--- src/rtl/ltdc_pkg.sv ---
// shared types, codes and check update for the telegram deframer
package ltdc_pkg;

    localparam logic [7:0]  START_BYTE   = 8'h02;
    localparam logic [7:0]  ADDR_RESET   = 8'h80;
    localparam logic [15:0] CHECK_POLY   = 16'h8005;

    // what the back end does with a queued byte
    localparam logic [1:0] KIND_START = 2'd0;
    localparam logic [1:0] KIND_DATA  = 2'd1;
    localparam logic [1:0] KIND_CK_LO = 2'd2;
    localparam logic [1:0] KIND_CK_HI = 2'd3;

    typedef struct packed {
        logic [7:0] data;
        logic [1:0] kind;
    } entry_t;

    function automatic logic [15:0] check_step(
        input logic [15:0] crc,
        input logic [7:0]  prev,
        input logic [7:0]  b
    );
        logic [15:0] sh;
        sh = {crc[14:0], 1'b0};
        if (crc[15])
        begin
            sh = sh ^ CHECK_POLY;
        end
        return sh ^ {prev, b};
    endfunction

endpackage

--- src/rtl/ltdc_front.sv ---
// telegram parser: tracks framing and tags each frame byte for the back end
module ltdc_front
    import ltdc_pkg::*;
(
    input  logic         clk,
    input  logic         rst_n,
    input  logic         cfg_valid,
    input  logic [7:0]   cfg_data,
    input  logic         accept,
    input  logic [7:0]   in_byte,
    output logic         push,
    output entry_t       push_entry
);

    localparam logic [2:0] PH_HUNT   = 3'd0;
    localparam logic [2:0] PH_ADDR   = 3'd1;
    localparam logic [2:0] PH_LEN_LO = 3'd2;
    localparam logic [2:0] PH_LEN_HI = 3'd3;
    localparam logic [2:0] PH_BODY   = 3'd4;
    localparam logic [2:0] PH_CK_LO  = 3'd5;
    localparam logic [2:0] PH_CK_HI  = 3'd6;

    logic [2:0]  phase_reg, phase_next;
    logic [15:0] count_reg, count_next;
    logic [15:0] len_reg, len_next;
    logic [7:0]  addr_reg;
    logic        emit;
    logic [1:0]  kind;
    logic [15:0] count_inc;
    logic [15:0] len_full;

    assign count_inc = count_reg + 16'd1;
    assign len_full  = {in_byte, len_reg[7:0]};

    always_comb
    begin
        phase_next = phase_reg;
        count_next = count_reg;
        len_next   = len_reg;
        emit       = 1'b0;
        kind       = KIND_DATA;
        unique case (phase_reg)
            PH_ADDR:
            begin
                if (in_byte != addr_reg)
                begin
                    if (in_byte == START_BYTE)
                    begin
                        emit       = 1'b1;
                        kind       = KIND_START;
                        phase_next = PH_ADDR;
                    end
                    else
                    begin
                        phase_next = PH_HUNT;
                    end
                end
                else
                begin
                    emit       = 1'b1;
                    phase_next = PH_LEN_LO;
                end
            end
            PH_LEN_LO:
            begin
                emit       = 1'b1;
                len_next   = {8'h00, in_byte};
                phase_next = PH_LEN_HI;
            end
            PH_LEN_HI:
            begin
                emit       = 1'b1;
                len_next   = len_full;
                count_next = 16'd0;
                phase_next = (len_full == 16'd0) ? PH_CK_LO : PH_BODY;
            end
            PH_BODY:
            begin
                emit       = 1'b1;
                count_next = count_inc;
                if (count_inc == len_reg)
                begin
                    phase_next = PH_CK_LO;
                end
            end
            PH_CK_LO:
            begin
                emit       = 1'b1;
                kind       = KIND_CK_LO;
                phase_next = PH_CK_HI;
            end
            PH_CK_HI:
            begin
                emit       = 1'b1;
                kind       = KIND_CK_HI;
                phase_next = PH_HUNT;
            end
            default:
            begin
                if (in_byte == START_BYTE)
                begin
                    emit       = 1'b1;
                    kind       = KIND_START;
                    phase_next = PH_ADDR;
                end
                else
                begin
                    phase_next = PH_HUNT;
                end
            end
        endcase
    end

    assign push            = accept & emit;
    assign push_entry.data = in_byte;
    assign push_entry.kind = kind;

    always_ff @(posedge clk or negedge rst_n)
    begin
        if (!rst_n)
        begin
            phase_reg <= PH_HUNT;
            count_reg <= 16'd0;
            len_reg   <= 16'd0;
            addr_reg  <= ADDR_RESET;
        end
        else
        begin
            if (accept)
            begin
                phase_reg <= phase_next;
                count_reg <= count_next;
                len_reg   <= len_next;
            end
            if (cfg_valid)
            begin
                addr_reg <= cfg_data;
            end
        end
    end

endmodule

--- src/rtl/ltdc_queue.sv ---
// short fifo between parser and check unit
module ltdc_queue
    import ltdc_pkg::*;
#(
    parameter int DEPTH = 4
)
(
    input  logic   clk,
    input  logic   rst_n,
    input  logic   push,
    input  entry_t push_entry,
    input  logic   pop,
    output logic   full,
    output logic   not_empty,
    output entry_t head
);

    localparam int PW = (DEPTH > 1) ? $clog2(DEPTH) : 1;
    localparam int CW = $clog2(DEPTH + 1);
    localparam logic [PW-1:0] LAST = PW'(DEPTH - 1);
    localparam logic [CW-1:0] FULL_CNT = CW'(DEPTH);

    entry_t         mem [DEPTH];
    logic [PW-1:0]  wr_ptr_reg, rd_ptr_reg;
    logic [CW-1:0]  cnt_reg, cnt_next;

    assign full      = (cnt_reg == FULL_CNT);
    assign not_empty = (cnt_reg != '0);
    assign head      = mem[rd_ptr_reg];

    always_comb
    begin
        cnt_next = cnt_reg;
        if (push && !pop)
        begin
            cnt_next = cnt_reg + CW'(1);
        end
        else if (pop && !push)
        begin
            cnt_next = cnt_reg - CW'(1);
        end
    end

    always_ff @(posedge clk)
    begin
        if (push)
        begin
            mem[wr_ptr_reg] <= push_entry;
        end
    end

    always_ff @(posedge clk or negedge rst_n)
    begin
        if (!rst_n)
        begin
            wr_ptr_reg <= '0;
            rd_ptr_reg <= '0;
            cnt_reg    <= '0;
        end
        else
        begin
            cnt_reg <= cnt_next;
            if (push)
            begin
                wr_ptr_reg <= (wr_ptr_reg == LAST) ? '0 : wr_ptr_reg + PW'(1);
            end
            if (pop)
            begin
                rd_ptr_reg <= (rd_ptr_reg == LAST) ? '0 : rd_ptr_reg + PW'(1);
            end
        end
    end

endmodule

--- src/rtl/ltdc_back.sv ---
// check unit: runs the crc over tagged bytes and drives the output register
module ltdc_back
    import ltdc_pkg::*;
(
    input  logic        clk,
    input  logic        rst_n,
    input  logic        not_empty,
    input  entry_t      head,
    output logic        pop,
    output logic        out_valid,
    input  logic        out_stall,
    output logic [7:0]  out_byte,
    output logic        is_first,
    output logic        is_last,
    output logic        check_ok,
    output logic [15:0] computed_check
);

    logic [15:0] crc_reg, crc_next;
    logic [7:0]  prev_reg, prev_next;
    logic [7:0]  ck_lo_reg, ck_lo_next;
    logic        valid_reg;
    logic [7:0]  byte_reg;
    logic        first_reg, last_reg, ok_reg;
    logic [15:0] chk_reg;
    logic [15:0] chk_next;
    logic        first_next, last_next, ok_next;

    assign pop = not_empty & (~valid_reg | ~out_stall);

    always_comb
    begin
        crc_next   = crc_reg;
        prev_next  = prev_reg;
        ck_lo_next = ck_lo_reg;
        first_next = 1'b0;
        last_next  = 1'b0;
        ok_next    = 1'b0;
        chk_next   = 16'd0;
        unique case (head.kind)
            KIND_START:
            begin
                crc_next   = check_step(16'd0, 8'd0, head.data);
                prev_next  = head.data;
                ck_lo_next = 8'd0;
                first_next = 1'b1;
            end
            KIND_DATA:
            begin
                crc_next  = check_step(crc_reg, prev_reg, head.data);
                prev_next = head.data;
            end
            KIND_CK_LO:
            begin
                ck_lo_next = head.data;
            end
            KIND_CK_HI:
            begin
                last_next = 1'b1;
                ok_next   = ({head.data, ck_lo_reg} == crc_reg);
                chk_next  = crc_reg;
            end
            default:
            begin
                crc_next = crc_reg;
            end
        endcase
    end

    always_ff @(posedge clk or negedge rst_n)
    begin
        if (!rst_n)
        begin
            crc_reg   <= 16'd0;
            prev_reg  <= 8'd0;
            ck_lo_reg <= 8'd0;
            valid_reg <= 1'b0;
        end
        else
        begin
            if (pop)
            begin
                crc_reg   <= crc_next;
                prev_reg  <= prev_next;
                ck_lo_reg <= ck_lo_next;
                valid_reg <= 1'b1;
            end
            else if (!out_stall)
            begin
                valid_reg <= 1'b0;
            end
        end
    end

    always_ff @(posedge clk)
    begin
        if (pop)
        begin
            byte_reg  <= head.data;
            first_reg <= first_next;
            last_reg  <= last_next;
            ok_reg    <= ok_next;
            chk_reg   <= chk_next;
        end
    end

    assign out_valid      = valid_reg;
    assign out_byte       = byte_reg;
    assign is_first       = first_reg;
    assign is_last        = last_reg;
    assign check_ok       = ok_reg;
    assign computed_check = chk_reg;

endmodule

--- src/rtl/lidar_telegram_deframer_crc.sv ---
// top level of the telegram deframer with crc check
// Takes one received byte per clock while in_stall is low and passes
// through the bytes of each recognized telegram (start byte, matching
// address, 16-bit length, body, 16-bit check), marking the start byte
// with is_first and the high check byte with is_last, where check_ok and
// computed_check carry the verdict. Bytes outside a telegram are dropped.
// Throughput is one byte per cycle while out_stall is low; a taken byte
// goes into the queue and, once popped, into the output register: the
// parser classifies a byte in the cycle it is taken, the crc unit updates
// its shift-and-xor register once per queued start or data byte, and a
// QUEUE_DEPTH entry fifo between them raises in_stall only once full.
// expected_address may be written through cfg_data at any time the block
// is idle; cfg_ready is always high.
module lidar_telegram_deframer_crc
    import ltdc_pkg::*;
#(
    parameter int QUEUE_DEPTH = 4
)
(
    input  logic        clk,
    input  logic        rst_n,
    input  logic        in_valid,
    output logic        in_stall,
    input  logic [7:0]  in_byte,
    output logic        out_valid,
    input  logic        out_stall,
    output logic [7:0]  out_byte,
    output logic        is_first,
    output logic        is_last,
    output logic        check_ok,
    output logic [15:0] computed_check,
    input  logic        cfg_valid,
    output logic        cfg_ready,
    input  logic [7:0]  cfg_data
);

    logic   accept;
    logic   push;
    entry_t push_entry;
    logic   pop;
    logic   full;
    logic   not_empty;
    entry_t head;

    assign cfg_ready = 1'b1;
    assign in_stall  = full;
    assign accept    = in_valid & ~full;

    ltdc_front u_front
    (
        .clk        (clk),
        .rst_n      (rst_n),
        .cfg_valid  (cfg_valid & cfg_ready),
        .cfg_data   (cfg_data),
        .accept     (accept),
        .in_byte    (in_byte),
        .push       (push),
        .push_entry (push_entry)
    );

    ltdc_queue #(.DEPTH(QUEUE_DEPTH)) u_queue
    (
        .clk        (clk),
        .rst_n      (rst_n),
        .push       (push),
        .push_entry (push_entry),
        .pop        (pop),
        .full       (full),
        .not_empty  (not_empty),
        .head       (head)
    );

    ltdc_back u_back
    (
        .clk            (clk),
        .rst_n          (rst_n),
        .not_empty      (not_empty),
        .head           (head),
        .pop            (pop),
        .out_valid      (out_valid),
        .out_stall      (out_stall),
        .out_byte       (out_byte),
        .is_first       (is_first),
        .is_last        (is_last),
        .check_ok       (check_ok),
        .computed_check (computed_check)
    );

endmodule

--- config.mk ---
export PLATFORM = sky130hd
export DESIGN_NAME = lidar_telegram_deframer_crc
export DESIGN_NICKNAME = d
export VERILOG_FILES = /design/src/rtl/ltdc_pkg.sv /design/src/rtl/ltdc_front.sv /design/src/rtl/ltdc_queue.sv /design/src/rtl/ltdc_back.sv /design/src/rtl/lidar_telegram_deframer_crc.sv
export SDC_FILE = /design/constraint.sdc
export NUM_CORES = 1
export LEC_CHECK = 0
export ABC_AREA = 1
export BUFFER_PORTS_ARGS = -buffer_cell sky130_fd_sc_hd__buf_4
export CAP_MARGIN = 10
export CORE_MARGIN = 4
export CORE_UTILIZATION = 45
export CTS_BUF_LIST = sky130_fd_sc_hd__clkbuf_16
export CTS_CLUSTER_DIAMETER = 50
export DETAILED_ROUTE_END_ITERATION = 12
export PLACE_DENSITY = 0.72
export SYNTH_ARGS = -nofsm -noshare
export SYNTH_HDL_FRONTEND = slang
export SYNTH_SLANG_ARGS = --single-unit
--- constraint.sdc ---
create_clock -name clk -period 3.33 [get_ports clk]
set_clock_uncertainty 0.15 [all_clocks]
set_input_delay 0.4995 -clock clk [delete_from_list [all_inputs] [get_ports clk]]
set_output_delay 0.4995 -clock clk [all_outputs]
set_load 0.02 [all_outputs]
Word-level counts from Yosys, hierarchy flattened
Memories as Yosys holds them, arrays and structs flattened. Index checks and enable logic that the tools add are counted.

Register bits: 110. RAM bits: 40. Input bits: 21. Output and inout bits: 30. Memories: 1.

Memories: u_queue.mem (depth 4, width 10, read ports 1, clocked after Yosys merged registers in 0, write ports 1, RTL line ltdc_queue.sv:23) `entry_t mem [DEPTH];`.

$add $sub $neg: 5. Eq/ne operators: 18. Multiplexer cells: 27. Bitwise logic cells: 10. Reductions and logical operators: 22.

Operators by type and width (number): $pmux 16 s2 (3); $eq 16x16->1 (2); $mux 16 (2); $pmux 3 s6 (1); $add 16x1->16 const B (1); $logic_not 16->1 (1); $pmux 8 s2 (1); $xor 16x16->16 (1); $eq 3x3->1 const B (4); $mux 3 (4); $reduce_and 2->1 (6); $mux 1 (11); $reduce_bool 2->1 (5); $eq 2x2->1 const B (4); $eq 8x2->1 const B (1); $ne 8x8->1 (1); $pmux 2 s4 (1); $eq 3x2->1 const B (2); $mux 2 (3); $reduce_or 5->1 (1); $add 2x1->2 const B (2); $ne 2x1->1 const B (2); $not 1->1 (4); $add 3x1->3 const B (1); 14 further kinds (18).

Logic depth before layout (Yosys ltp)
Depth after elaboration: 9. Mapped depth: 14.

Modules after synthesis
Synthesis repeated with hierarchy kept, for this count alone.

Cell total of the unflattened synthesis: 845. Area total of the unflattened synthesis: 7452.1 sq um.

By module, submodules not included: ltdc_front (times used 1, cells each 403, area an instance 2738.9 sq um, seq. area each 1077.3 sq um); ltdc_back (times used 1, cells each 268, area an instance 2662.6 sq um, seq. area each 1636.6 sq um); ltdc_queue (times used 1, cells each 170, area an instance 2029.4 sq um, seq. area each 1376.3 sq um); lidar_telegram_deframer_crc (times used 1, cells each 4, area an instance 21.3 sq um, seq. area each 0.0 sq um).

Least setup slack after synthesis
Ideal clock, no wire load.

Kind: register to register. From: reg u_queue.cnt_reg[1]. To: reg u_queue.cnt_reg[1]. Setup time: 125 ps. Arrival: 2154 ps. Slack: 902 ps. Stages on the path, launching flop included: 9. Period minus slack after synthesis: 2428 ps. Cells stage by stage: dfrtp_1 nor3_2 nor2_2 nand2_1 inv_1 ha_1 inv_1 fa_1 mux2_2.

Elaborated cells on any way between the ends: 15.

RTL lines: start: declaration (RTL line ltdc_queue.sv:25) `logic [CW-1:0] cnt_reg, cnt_next;`; start signal: assignment (RTL line ltdc_queue.sv:62) `cnt_reg <= cnt_next;`; $eq 3x3->1 (RTL line ltdc_queue.sv:27) `assign full = (cnt_reg == FULL_CNT);`; net in_stall (RTL line lidar_telegram_deframer_crc.sv:23) `output logic in_stall,`; $not 1->1 (RTL line lidar_telegram_deframer_crc.sv:47) `assign accept = in_valid & ~full;`; $and 1x1->1 (RTL line lidar_telegram_deframer_crc.sv:47); $and 1x1->1 (RTL line ltdc_front.sv:114) `assign push = accept & emit;`; net push (RTL line lidar_telegram_deframer_crc.sv:38) `logic push;`; $logic_and 1x1->1 (RTL line ltdc_queue.sv:34) `if (push && !pop)`; $mux 3 (RTL line ltdc_queue.sv:34); net u_queue.cnt_next[1] (RTL line ltdc_queue.sv:25).

The timed path passes the listed nets, and every way through them passes these cells. The select of a mux whose other input is x is not followed. A chain may end at the register's enable or synchronous reset.

Worst setup path in the final report
From: reg u_front.addr_reg[7]. To: reg u_queue.cnt_reg[2].

Cells in the longest elaborated chain, start to end: 7. Elaborated cells on any way between the ends: 9.

RTL lines: start: declaration (RTL line ltdc_front.sv:26) `logic [7:0] addr_reg;`; start signal: assignment (RTL line ltdc_front.sv:137) `addr_reg <= cfg_data;`; $ne 8x8->1 * (RTL line ltdc_front.sv:45) `if (in_byte != addr_reg)`; $mux 1 * (RTL line ltdc_front.sv:45); $pmux 1 s2 * (RTL line ltdc_front.sv:42) `unique case (phase_reg)`; $and 1x1->1 * (RTL line ltdc_front.sv:114); net push (RTL line lidar_telegram_deframer_crc.sv:38); $logic_not 1->1 (RTL line ltdc_queue.sv:38) `else if (pop && !push)`; $logic_and 1x1->1 (RTL line ltdc_queue.sv:38); $reduce_bool 2->1 (no line).

The timed path passes the listed nets; every way through them passes the cells marked *.

==> out/qor.csv <==
metric;value;unit
CTS max path bufs;2;
worst hold slack;-0.03048;ns
CTS hold repair buffers;0;
top post-synthesis cells by area;dfrtp_1, edfxtp_1, nand2_1;
fin crit share;0.8042;
share of cells above drive strength 1;0.1553;
placed cells;1047;
EDFF count, synth;67;
Leak;3.765;nW
setup TNS;0;ns
Die Wd;135.7;µm
Slew @ Worst Pin;1.111;ns
post_cts resized;0;
Final Wtd Congestion;0.8380;
PortBufs;49;
DIE AREA;18400;µm²
Final Max Slew Viols;0;
RSZ-0062 raised after global routing;false;
drt pass-1 iters;5;
Mean Syn Cell Area;9.283;µm²
met2 WL;7479;µm
Warnings, synthesis;0;
vias;5568;
Rows;46;
Root Driver;clkbuf_16;
Initial Util;0.4600;
hold crit path type;in2async;
area grow syn2layout;16.55;%
first-pass GRT wire length;26580;µm
clock latency on the worst-skew pair;0.44;ns
Yosys top cell area share;0.2798;
post-layout min period;2.678;ns
vias in the first global route;5335;
Cells after Synth;790;
Util after Layout;0.5361;
Max Cap Violations;0;
Cell variety after synth;46;
Syn Std Cell Area;7333;µm²
clk sinks;150;
filler instances;1430;
RR Startpoint;u_front.addr_reg[7]$_DFFE_PN1P_;
CTS tree;done;
nets;880;
Final ANT Viol Nets;0;
max FFs per register;40;
initial DRC count;469;
highest metal used;met4;
htree depth;4;
Post-Syn Nets;820;
sequential-to-total area share from yosys stat;0.5578;
CP startpoint;u_front.addr_reg[7]$_DFFE_PN1P_;
largest net degree at the start of global routing;54;
Total GRT Usage;0.1841;
Yosys reg bits;150;
WP data required;3.49;ns
Synth async-reset ratio;0.5533;
antenna violations before repair;0;
antenna diode count;0;
Slew headroom;0.2586;
Reg clk slew, reported paths;0.07;ns
DR WL/cell;14.64;µm
crit path max fanout;5;
Arr. time, crit path;2.83;ns
Die Span Y;135.7;µm
cell taking the most area after synthesis;dfrtp_1;
final wirelength;15790;µm
CTS Buf Count;17;
Max Freq;373.4;MHz
Cell Area, Placed;7916;µm²
status;finished with violations;
total gr overflow;0;
failing checks;negative hold slack;
Non-Filler Instances;1079;
Setup Viol. Count Final;0;
DR DRC count;0;
pwr dens;1011;nW/µm²
Ports;51;
Core Region;15940;µm²
VDD IR-drop max;484.4;µV
M1 WL;7224;µm
Fin. Hold Viols;50;
top_reg_cell synth;dfrtp_1;
Total Power;8.640;mW
metal3 WL;862;µm
CP Capture Type;flip-flop;
Top reg by flops;u_queue.mem;
CP Launch Type;flip-flop;
vias per inst;5.160;
Worst Path Class, Setup;reg2reg;
post-route design area;8547;µm²
Detailed Place HPWL;11100;µm
setup bufs post-CTS;0;
-- cells by family (layout without fill, tap and decap cells) --
family,after synthesis,count (layout),share of synthesized area
buf+inv,129,202,0.07541
mux,1,1,0.001535
flops,150,150,0.5578
fa+ha+maj,9,9,0.01638
simple gates,364,364,0.2256
xor+xnor,28,28,0.03532
other cells,1,1,0.0005114
compound gates,108,108,0.08753
-- layout make-up --
class | instances | area, µm² | share of cell area
clock buffer | 17 | 425.4 | 0.04977
clock inverter | 15 | 205.2 | 0.02401
inverter | 110 | 415.4 | 0.04860
multi-input combinational | 511 | 2690 | 0.3147
sequential | 150 | 4090 | 0.4786
tap | 216 | 270.3 | 0.03162
timing repair buffer | 60 | 450.4 | 0.05270
-- final timing paths --
check | end | slack (ns) | cells after the start
setup / recovery | u_queue.cnt_reg[2]$_DFFE_PN0P_ | 0.65 | 14
hold / removal | u_front.count_reg[10]$_DFFE_PN0P_ | -0.03 | 1
setup reg to reg | u_queue.cnt_reg[2]$_DFFE_PN0P_ | 0.65 | 14
hold reg to reg | u_front.addr_reg[7]$_DFFE_PN1P_ | 0.36 | 2
max in group asynchronous | u_front.addr_reg[7]$_DFFE_PN1P_ | 2.27 | 2
min in group clk | u_front.addr_reg[3]$_DFFE_PN0P_ | 0.11 | 3
-- cell usage in the layout, fill, tap and decap left out, types with 7 or more instances in the layout --
cell type	count
a21oi_1	8
buf_4	60
clkbuf_16	17
dfrtp_1	82
edfxtp_1	67
ha_1	8
inv_1	101
inv_2	8
inv_6	7
nand2_1	186
nand3_1	82
nand4_1	18
nor2_1	47
nor2_2	9
o21a_1	8
o21ai_0	66
o21ai_1	7
o22ai_1	10
xnor2_1	9
xor2_1	18
-- worst max-delay path, stage by stage, from the launching register on --
cell,delay [ns]
dfstp_2,0.53
inv_1,0.05
nand2_1,0.05
nand4_1,0.08
nor2_1,0.16
nand3_1,0.12
nand4_1,0.11
nand2_1,0.12
inv_1,0.16
ha_1,0.16
inv_1,0.07
fa_1,0.37
a21oi_1,0.15
o21ai_0,0.12
xor2_1,0.15
-- cells in the mapped netlist, types with 2 or more instances --
library cell  count
inv_1           101
nor3_2            2
buf_6             6
inv_2             8
o21ai_1           7
edfxtp_1         67
o21a_1            8
ha_1              8
nand3_1          82
nor2_4            4
nor2_2            9
nand2_2           4
dfrtp_1          82
nor3_1            4
o21ai_0          66
buf_2             5
xor2_1           18
o22ai_1          10
xnor2_1           9
clkbuf_1          4
nand3_2           3
a21oi_1           8
buf_4             4
nor2_1           47
nand2_1         186
nand4_1          18
-- layer usage --
metal | vias up | GRT usage
met5 | - | 0
met4 | 0 | 0.04927
met3 | 21 | 0.04458
met2 | 156 | 0.2956
met1 | 2662 | 0.2521
li1 | 2729 | -
-- where the power goes --
part	switching (mW)	internal (mW)	total [mW]
clock	0.848	1.21	2.06
combinational	2.22	1.19	3.41
sequential	0.449	2.73	3.17
total	3.52	5.12	8.64
-- per-stage QoR --
stage,hold WS (ns),worst slack (ns)
2_1_floorplan,0.05391,0.9017
3_3_place_gp,0.3345,0.6039
3_5_place_dp,0.3472,0.5134
4_1_cts,0.0008306,0.6518
5_1_grt,0.03472,0.2949
6_report,-0.03048,0.6519
Note: power is estimated with default switching activity, not from simulation.
